### src/hw/rtl/sha256_pkg.sv
// Shared types and constant tables of the SHA-256 block hash core.
`default_nettype none
package sha256_pkg;

  localparam int unsigned WORD_W = 32;

  typedef logic [WORD_W-1:0] word_t;

  typedef struct packed {
    logic       shift_in;
    logic       init_chain;
    logic       load_work;
    logic       round_en;
    logic [5:0] round_idx;
    logic       add_chain;
    logic [2:0] out_sel;
  } sha256_cmd_t;

  localparam word_t INIT_CHAIN [8] = '{
    32'h6a09e667, 32'hbb67ae85, 32'h3c6ef372, 32'ha54ff53a,
    32'h510e527f, 32'h9b05688c, 32'h1f83d9ab, 32'h5be0cd19
  };

  localparam word_t ROUND_K [64] = '{
    32'h428a2f98, 32'h71374491, 32'hb5c0fbcf, 32'he9b5dba5,
    32'h3956c25b, 32'h59f111f1, 32'h923f82a4, 32'hab1c5ed5,
    32'hd807aa98, 32'h12835b01, 32'h243185be, 32'h550c7dc3,
    32'h72be5d74, 32'h80deb1fe, 32'h9bdc06a7, 32'hc19bf174,
    32'he49b69c1, 32'hefbe4786, 32'h0fc19dc6, 32'h240ca1cc,
    32'h2de92c6f, 32'h4a7484aa, 32'h5cb0a9dc, 32'h76f988da,
    32'h983e5152, 32'ha831c66d, 32'hb00327c8, 32'hbf597fc7,
    32'hc6e00bf3, 32'hd5a79147, 32'h06ca6351, 32'h14292967,
    32'h27b70a85, 32'h2e1b2138, 32'h4d2c6dfc, 32'h53380d13,
    32'h650a7354, 32'h766a0abb, 32'h81c2c92e, 32'h92722c85,
    32'ha2bfe8a1, 32'ha81a664b, 32'hc24b8b70, 32'hc76c51a3,
    32'hd192e819, 32'hd6990624, 32'hf40e3585, 32'h106aa070,
    32'h19a4c116, 32'h1e376c08, 32'h2748774c, 32'h34b0bcb5,
    32'h391c0cb3, 32'h4ed8aa4a, 32'h5b9cca4f, 32'h682e6ff3,
    32'h748f82ee, 32'h78a5636f, 32'h84c87814, 32'h8cc70208,
    32'h90befffa, 32'ha4506ceb, 32'hbef9a3f7, 32'hc67178f2
  };

endpackage
`default_nettype wire

### src/hw/rtl/sha256_if.sv
// Valid/ready channel interfaces for message words and digest words.
`default_nettype none
interface sha256_msg_if;
  logic        valid;
  logic        ready;
  logic [31:0] msg_word;
  logic        first_of_message;
  logic        last_of_message;

  modport source (output valid, output msg_word, output first_of_message,
                  output last_of_message, input ready);
  modport sink (input valid, input msg_word, input first_of_message,
                input last_of_message, output ready);
endinterface

interface sha256_digest_if;
  logic        valid;
  logic        ready;
  logic [31:0] digest_word;
  logic        digest_last;

  modport source (output valid, output digest_word, output digest_last, input ready);
  modport sink (input valid, input digest_word, input digest_last, output ready);
endinterface
`default_nettype wire

### src/hw/rtl/sha256_block_hash_core.sv
// Top level of the SHA-256 block hash core.
// The core takes a padded message as 32-bit big-endian words, sixteen to a
// block, one word per cycle while ready is high. A word flagged as first of
// message reloads the initial chaining values and starts a new block. After
// the sixteenth word the core stops taking words while it runs the 64
// compression rounds, one round per cycle through a single round unit that
// also extends the schedule window, and then adds the working words into the
// chaining words. If the sixteenth word carried the last flag, the eight
// digest words follow, first word first, with the eighth marked last; words
// are taken again once the eighth digest word has been delivered.
`default_nettype none
module sha256_block_hash_core
  import sha256_pkg::*;
(
  input wire logic clk,
  input wire logic rst,
  sha256_msg_if.sink      msg,
  sha256_digest_if.source digest
);

  sha256_cmd_t cmd;

  sha256_ctrl u_ctrl (
    .clk       (clk),
    .rst       (rst),
    .msg_valid (msg.valid),
    .msg_first (msg.first_of_message),
    .msg_last  (msg.last_of_message),
    .msg_ready (msg.ready),
    .dig_valid (digest.valid),
    .dig_ready (digest.ready),
    .dig_last  (digest.digest_last),
    .cmd       (cmd)
  );

  sha256_datapath u_datapath (
    .clk         (clk),
    .rst         (rst),
    .cmd         (cmd),
    .msg_word    (msg.msg_word),
    .digest_word (digest.digest_word)
  );

endmodule
`default_nettype wire

### src/hw/rtl/sha256_datapath.sv
// Datapath: chaining words, working words, schedule window and one round unit.
`default_nettype none
module sha256_datapath
  import sha256_pkg::*;
(
  input  wire logic        clk,
  input  wire logic        rst,
  input  wire sha256_cmd_t cmd,
  input  wire word_t       msg_word,
  output word_t            digest_word
);

  word_t chain [8];
  word_t work [8];
  word_t win [16];

  word_t w_new;
  word_t shift_word;
  word_t t1;
  word_t t2;
  word_t bs0;
  word_t bs1;
  word_t ch;
  word_t maj;
  word_t sig0;
  word_t sig1;

  always_comb begin
    sig0 = {win[1][6:0], win[1][31:7]} ^ {win[1][17:0], win[1][31:18]}
         ^ (win[1] >> 3);
    sig1 = {win[14][16:0], win[14][31:17]} ^ {win[14][18:0], win[14][31:19]}
         ^ (win[14] >> 10);
    w_new = win[0] + sig0 + win[9] + sig1;
    shift_word = cmd.round_en ? w_new : msg_word;

    bs1 = {work[4][5:0], work[4][31:6]} ^ {work[4][10:0], work[4][31:11]}
        ^ {work[4][24:0], work[4][31:25]};
    ch = (work[4] & work[5]) ^ (~work[4] & work[6]);
    t1 = work[7] + bs1 + ch + ROUND_K[cmd.round_idx] + win[0];
    bs0 = {work[0][1:0], work[0][31:2]} ^ {work[0][12:0], work[0][31:13]}
        ^ {work[0][21:0], work[0][31:22]};
    maj = (work[0] & work[1]) ^ (work[0] & work[2]) ^ (work[1] & work[2]);
    t2 = bs0 + maj;
  end

  always_ff @(posedge clk) begin
    if (cmd.shift_in || cmd.round_en) begin
      for (int i = 0; i < 15; i++) begin
        win[i] <= win[i+1];
      end
      win[15] <= shift_word;
    end
  end

  always_ff @(posedge clk) begin
    if (cmd.load_work) begin
      for (int i = 0; i < 8; i++) begin
        work[i] <= chain[i];
      end
    end else if (cmd.round_en) begin
      work[7] <= work[6];
      work[6] <= work[5];
      work[5] <= work[4];
      work[4] <= work[3] + t1;
      work[3] <= work[2];
      work[2] <= work[1];
      work[1] <= work[0];
      work[0] <= t1 + t2;
    end
  end

  always_ff @(posedge clk) begin
    if (rst || cmd.init_chain) begin
      for (int i = 0; i < 8; i++) begin
        chain[i] <= INIT_CHAIN[i];
      end
    end else if (cmd.add_chain) begin
      for (int i = 0; i < 8; i++) begin
        chain[i] <= chain[i] + work[i];
      end
    end
  end

  assign digest_word = chain[cmd.out_sel];

endmodule
`default_nettype wire

### src/hw/rtl/sha256_ctrl.sv
// Controller: word slot counter, round counter and digest output sequencing.
`default_nettype none
module sha256_ctrl
  import sha256_pkg::*;
(
  input  wire logic  clk,
  input  wire logic  rst,
  input  wire logic  msg_valid,
  input  wire logic  msg_first,
  input  wire logic  msg_last,
  output logic       msg_ready,
  output logic       dig_valid,
  input  wire logic  dig_ready,
  output logic       dig_last,
  output sha256_cmd_t cmd
);

  localparam logic [3:0] LAST_SLOT  = 4'd15;
  localparam logic [5:0] LAST_ROUND = 6'd63;
  localparam logic [2:0] LAST_OUT   = 3'd7;

  typedef enum logic [1:0] {
    S_LOAD,
    S_ROUND,
    S_ADD,
    S_EMIT
  } state_t;

  state_t     state;
  logic [3:0] pos;
  logic [5:0] rnd;
  logic [2:0] out_idx;
  logic       final_blk;

  logic       accept;
  logic [3:0] slot;
  logic       block_done;

  always_comb begin
    msg_ready  = (state == S_LOAD);
    accept     = msg_valid && msg_ready;
    slot       = msg_first ? 4'd0 : pos;
    block_done = (slot == LAST_SLOT);
    dig_valid  = (state == S_EMIT);
    dig_last   = (out_idx == LAST_OUT);

    cmd.shift_in   = accept;
    cmd.init_chain = accept && msg_first;
    cmd.load_work  = accept && block_done;
    cmd.round_en   = (state == S_ROUND);
    cmd.round_idx  = rnd;
    cmd.add_chain  = (state == S_ADD);
    cmd.out_sel    = out_idx;
  end

  always_ff @(posedge clk) begin
    if (rst) begin
      state     <= S_LOAD;
      pos       <= '0;
      rnd       <= '0;
      out_idx   <= '0;
      final_blk <= 1'b0;
    end else begin
      case (state)
        S_LOAD: begin
          if (accept) begin
            pos <= slot + 4'd1;
            if (block_done) begin
              final_blk <= msg_last;
              rnd       <= '0;
              state     <= S_ROUND;
            end
          end
        end
        S_ROUND: begin
          rnd <= rnd + 6'd1;
          if (rnd == LAST_ROUND) begin
            state <= S_ADD;
          end
        end
        S_ADD: begin
          out_idx <= '0;
          state   <= final_blk ? S_EMIT : S_LOAD;
        end
        S_EMIT: begin
          if (dig_ready) begin
            out_idx <= out_idx + 3'd1;
            if (out_idx == LAST_OUT) begin
              state <= S_LOAD;
            end
          end
        end
        default: begin
          state <= S_LOAD;
        end
      endcase
    end
  end

endmodule
`default_nettype wire

### src/flat_wrapper.sv
// flat-port wrapper written by rule: the top's interface ports become plain ports
module sha256_block_hash_core_flat import sha256_pkg::*;
  (clk, rst, msg_valid, msg_msg_word, msg_first_of_message, msg_last_of_message, msg_ready, digest_valid, digest_digest_word, digest_digest_last, digest_ready);
  sha256_msg_if msg_i ();
  sha256_digest_if digest_i ();
  input wire logic clk;
  input wire logic rst;
  input wire logic [$bits(msg_i.valid)-1:0] msg_valid;
  input wire logic [$bits(msg_i.msg_word)-1:0] msg_msg_word;
  input wire logic [$bits(msg_i.first_of_message)-1:0] msg_first_of_message;
  input wire logic [$bits(msg_i.last_of_message)-1:0] msg_last_of_message;
  output wire logic [$bits(msg_i.ready)-1:0] msg_ready;
  output wire logic [$bits(digest_i.valid)-1:0] digest_valid;
  output wire logic [$bits(digest_i.digest_word)-1:0] digest_digest_word;
  output wire logic [$bits(digest_i.digest_last)-1:0] digest_digest_last;
  input wire logic [$bits(digest_i.ready)-1:0] digest_ready;
  assign msg_i.valid = msg_valid;
  assign msg_i.msg_word = msg_msg_word;
  assign msg_i.first_of_message = msg_first_of_message;
  assign msg_i.last_of_message = msg_last_of_message;
  assign msg_ready = msg_i.ready;
  assign digest_valid = digest_i.valid;
  assign digest_digest_word = digest_i.digest_word;
  assign digest_digest_last = digest_i.digest_last;
  assign digest_i.ready = digest_ready;
  sha256_block_hash_core u_core (.clk(clk), .rst(rst), .msg(msg_i), .digest(digest_i));
endmodule
### config.mk
export PLATFORM = sky130hd
export DESIGN_NAME = sha256_block_hash_core_flat
export DESIGN_NICKNAME = d
export VERILOG_FILES = /design/src/hw/rtl/sha256_pkg.sv /design/src/hw/rtl/sha256_if.sv /design/src/hw/rtl/sha256_block_hash_core.sv /design/src/hw/rtl/sha256_datapath.sv /design/src/hw/rtl/sha256_ctrl.sv /design/src/flat_wrapper.sv
export SDC_FILE = /design/constraint.sdc
export NUM_CORES = 2
export LEC_CHECK = 0
export BUFFER_PORTS_ARGS = -buffer_cell sky130_fd_sc_hd__buf_2
export CAP_MARGIN = 0
export CORE_ASPECT_RATIO = 1.4
export CORE_UTILIZATION = 50
export CTS_CLUSTER_SIZE = 10
export DETAILED_ROUTE_END_ITERATION = 10
export GPL_TIMING_DRIVEN = 0
export PLACE_DENSITY = 0.66
export SKIP_LAST_GASP = 1
export SLEW_MARGIN = 15
export SYNTH_ARGS = -nofsm -noshare
export SYNTH_HDL_FRONTEND = slang
export SYNTH_SLANG_ARGS = --single-unit
### constraint.sdc
create_clock -name clk -period 15.4 [get_ports clk]
set_clock_uncertainty 0.15 [all_clocks]
set_input_delay 1.54 -clock clk [delete_from_list [all_inputs] [get_ports clk]]
set_output_delay 1.54 -clock clk [all_outputs]
set_load 0.1 [all_outputs]
==> impl_metrics.json <==
{
  "status": "finished clean",
  "clk_latency_ns": 0.77,
  "drt-total-wl_um": 226500,
  "ys_seq_area_share_pct": 47.78,
  "grt_max_degree": 98,
  "power.leakage_nw": 26.96,
  "synth_top_family_by_area": "adder cells",
  "numClockSinks": 1043,
  "yosysWarnings": 0,
  "synth_seq_cells": 1043,
  "period_share_pct": 80.41,
  "cts_hold_buf": 0,
  "drv_cap": 0,
  "grt_pass1_wl_um": 323700,
  "synth_edf_count": 1024,
  "cp.arrival_ns": 12.72,
  "die_w_um": 307.1,
  "worstHoldStart": "u_core.u_datapath.win[1][129]$_DFFE_PP_",
  "setup_violations": 0,
  "period_needed_ns": 12.38,
  "cts_made_buffers": 118,
  "drt_iter0_drc": 4289,
  "ys.flop_type": "edfxtp_1",
  "layout-drive-gt1-share_pct": 6.440,
  "min_path_cells": 0,
  "muxShareOfSynthArea_pct": 3.529,
  "antenna_found_initial": 3,
  "post_cts_resized": 0,
  "tightest_slew_ns": 1.403,
  "port_buffers": 71,
  "async_flop_share_pct": 0,
  "post_cts_buffers": 0,
  "gp_congestion": 1.034,
  "h-tree-depth": 3,
  "synthTopCellsByArea": "edfxtp_1 (47%), ha_1 (7.5%), fa_1 (6.0%)",
  "tritoncts": "built",
  "grt_overflow": 0,
  "peakVddDrop_mv": 0.1244,
  "nFillCells": 11211,
  "postRouteAntennaNets": 0,
  "die_h_um": 429.1,
  "clk_pin_slew_ns": 0.08,
  "synth_compound_area_share_pct": 12.70,
  "dr.pass1.iters": 6,
  "path_class": "register to register",
  "critPathCaptureType": "register",
  "place_area_um2": 68200,
  "synthXorXnorAreaFrac_pct": 7.616,
  "num_rows": 156,
  "routedWlPerCell_um": 28.54,
  "yosysTopAreaCellShare_pct": 47.19,
  "r2r_slack_ns": 3.02,
  "yosysTopAreaCell": "edfxtp_1",
  "synthSimpleGateAreaFrac_pct": 11.59,
  "mappedNetlistArea_um2": 65160,
  "via_per_inst": 6.095,
  "max_freq_ghz": 0.08075,
  "synth_nets": 6569,
  "cp_data_required_time_ns": 15.74,
  "final_cell_area_um2": 71520,
  "synthAdderAreaFrac_pct": 13.60,
  "synthCells": 5943,
  "layout.nets": 6779,
  "start_kind": "register",
  "synth_area_per_cell_um2": 10.96,
  "rsz0062_at_grt": "false",
  "dp_cells": 7771,
  "hold_violations": 0,
  "grt_pass1_vias": 49110,
  "syn_to_final_growth_pct": 9.762,
  "ios": 73,
  "start_util_pct": 50.43,
  "yosysUniqueCellTypes": 88,
  "grtUsageTotal_pct": 34.29,
  "clock_path_buffers": 3,
  "critical-path-max-stage-delay_ns": 0.97,
  "cts-root-buf": "clkbuf_16",
  "fin_cells": 7936,
  "slew_violations": 0,
  "r2r_end": "u_core.u_datapath.work[0][30]$_DFFE_PP_",
  "die_area_um2": 131800,
  "hp-class": "register to register",
  "hpwl_um": 176000,
  "cellPowerDensity_nw_per_um2": 102.2,
  "fp.coreArea_um2": 129200,
  "cp_slowest_cell": "nor2_1",
  "via_count": 48368,
  "drc": 0,
  "slew_headroom_pct": 6.448,
  "power_w": 0.007309,
  "holdPathEnd": "u_core.u_datapath.win[1][97]$_DFFE_PP_",
  "ff2ff_path_depth": 35,
  "path_max_fanout": 13,
  "r2r-start": "u_core.u_ctrl.rnd[1]$_SDFFE_PP0P_"
}
==> layout make-up <==
| class | count | area, um^2 | share of cell area [%] |
|---|---|---|---|
| inverter | 306 | 1156 | 1.616 |
| antenna | 2 | 5.005 | 0.006998 |
| buffer | 247 | 948.4 | 1.326 |
| multi-input combinational | 4347 | 31970 | 44.71 |
| sequential | 1043 | 31130 | 43.53 |
| clock buffer | 143 | 3078 | 4.304 |
| clock inverter | 20 | 237.7 | 0.3324 |
| tap | 1738 | 2175 | 3.041 |
| timing repair buffer | 90 | 817.0 | 1.142 |
==> report_power, final <==
part | internal, W | switching [W]
sequential | 0.00324 | 0.0000895
combinational | 0.000573 | 0.000847
clock | 0.00139 | 0.00117
==> state kept, by name, summed over array words and instances, names as in the netlist, named ones only <==
signal,cells
u_core.u_datapath.win,512
u_core.u_datapath.chain,256
u_core.u_ctrl.out_idx,3
u_core.u_ctrl.rnd,6
u_core.u_datapath.work,256
u_core.u_ctrl.pos,4
u_core.u_ctrl.final_blk,1
u_core.u_ctrl.state,2
==> metal layers <==
layer	wire, um	GRT usage (%)
met1	78410	37.03
met2	110400	58.30
met3	13620	4.956
met4	24030	30.79
met5	12	0
==> cells in the mapped netlist (16+ instances only) <==
cell	number
xor2_1	193
nor3_1	89
fa_1	195
o21bai_1	32
a211oi_1	57
a31oi_1	43
and3_1	35
inv_1	305
mux2i_1	16
nand4_1	20
dfxtp_1	19
nand2_1	1006
ha_1	393
o22ai_1	22
mux2_2	54
clkbuf_1	208
mux4_2	68
o31ai_1	31
xnor2_1	371
or3_1	29
nand2b_1	73
o21a_1	60
a21o_1	166
edfxtp_1	1024
o211ai_1	30
nand3_1	58
o21ai_0	371
nor2b_1	64
buf_1	39
nor2_1	285
and2_1	30
a21oi_1	313
==> layout by cell type, fill, tap and decap left out, types with 15 or more instances in the layout <==
cell type	instances
edfxtp_1	1024
nand2_1	1004
ha_1	393
xnor2_1	371
o21ai_0	368
a21oi_1	313
inv_1	304
nor2_1	284
clkbuf_1	217
fa_1	195
xor2_1	193
a21o_1	166
clkbuf_16	119
nor3_1	89
buf_2	74
nand2b_1	73
mux4_2	68
nor2b_1	64
o21a_1	60
nand3_1	58
a211oi_1	57
mux2_2	54
a31oi_1	43
buf_1	36
and3_1	35
o21bai_1	32
o31ai_1	31
and2_1	30
o211ai_1	30
or3_1	29
o22ai_1	22
nand4_1	20
dfxtp_1	19
mux2i_1	16
o21ai_1	15
a21boi_0	15
buf_16	15
==> worst max path at each step <==
stage,startpoint,end,slack (ns)
2_1_floorplan,u_core.u_ctrl.state[1]$_SDFFE_PP0P_,u_core.u_datapath.win[0][0]$_DFFE_PP_,1.49
6_report,u_core.u_ctrl.rnd[1]$_SDFFE_PP0P_,u_core.u_datapath.work[0][30]$_DFFE_PP_,3.02
3_5_place_dp,u_core.u_ctrl.rnd[1]$_SDFFE_PP0P_,u_core.u_datapath.work[0][30]$_DFFE_PP_,3.63
5_1_grt,u_core.u_ctrl.rnd[3]$_SDFFE_PP0P_,u_core.u_datapath.work[0][30]$_DFFE_PP_,2.93
3_3_place_gp,u_core.u_ctrl.state[1]$_SDFFE_PP0P_,u_core.u_datapath.win[0][123]$_DFFE_PP_,-6.73
4_1_cts,u_core.u_ctrl.rnd[1]$_SDFFE_PP0P_,u_core.u_datapath.work[0][30]$_DFFE_PP_,3.62
==> logic make-up (layout without fill, tap and decap cells) <==
| logic type | Yosys count | after routing |
|---|---|---|
| mux | 138 | 138 |
| flops | 1043 | 1043 |
| simple gates | 1743 | 1743 |
| buf+inv | 553 | 806 |
| fa+ha+maj | 592 | 592 |
| xor+xnor | 565 | 565 |
| other cells | 0 | 2 |
| compound gates | 1309 | 1309 |
==> through the flow <==
step / setup WS, ns / utilization [%] / hold WS [ns] / setup TNS (ns)
4_1_cts: 3.622 / 55.35 / 0.2282 / 0
3_3_place_gp: -6.733 / 52.39 / 0.2505 / -3403.24
6_report: 3.016 / 55.35 / 0.2298 / 0
2_1_floorplan: 1.488 / - / 0.2503 / 0
5_1_grt: 2.927 / 55.35 / 0.2381 / 0
3_5_place_dp: 3.626 / 52.78 / 0.2545 / 0
==> critical path, delay by kind of cell, from the launching register on <==
family          cells  cell delay, ns
fa+ha+maj           7            3.25
simple gates        6            1.79
flops               1            0.78
xor+xnor            2            0.60
buf+inv             6            1.15
compound gates     14            4.40
Note: power is estimated with default switching activity, not from simulation.
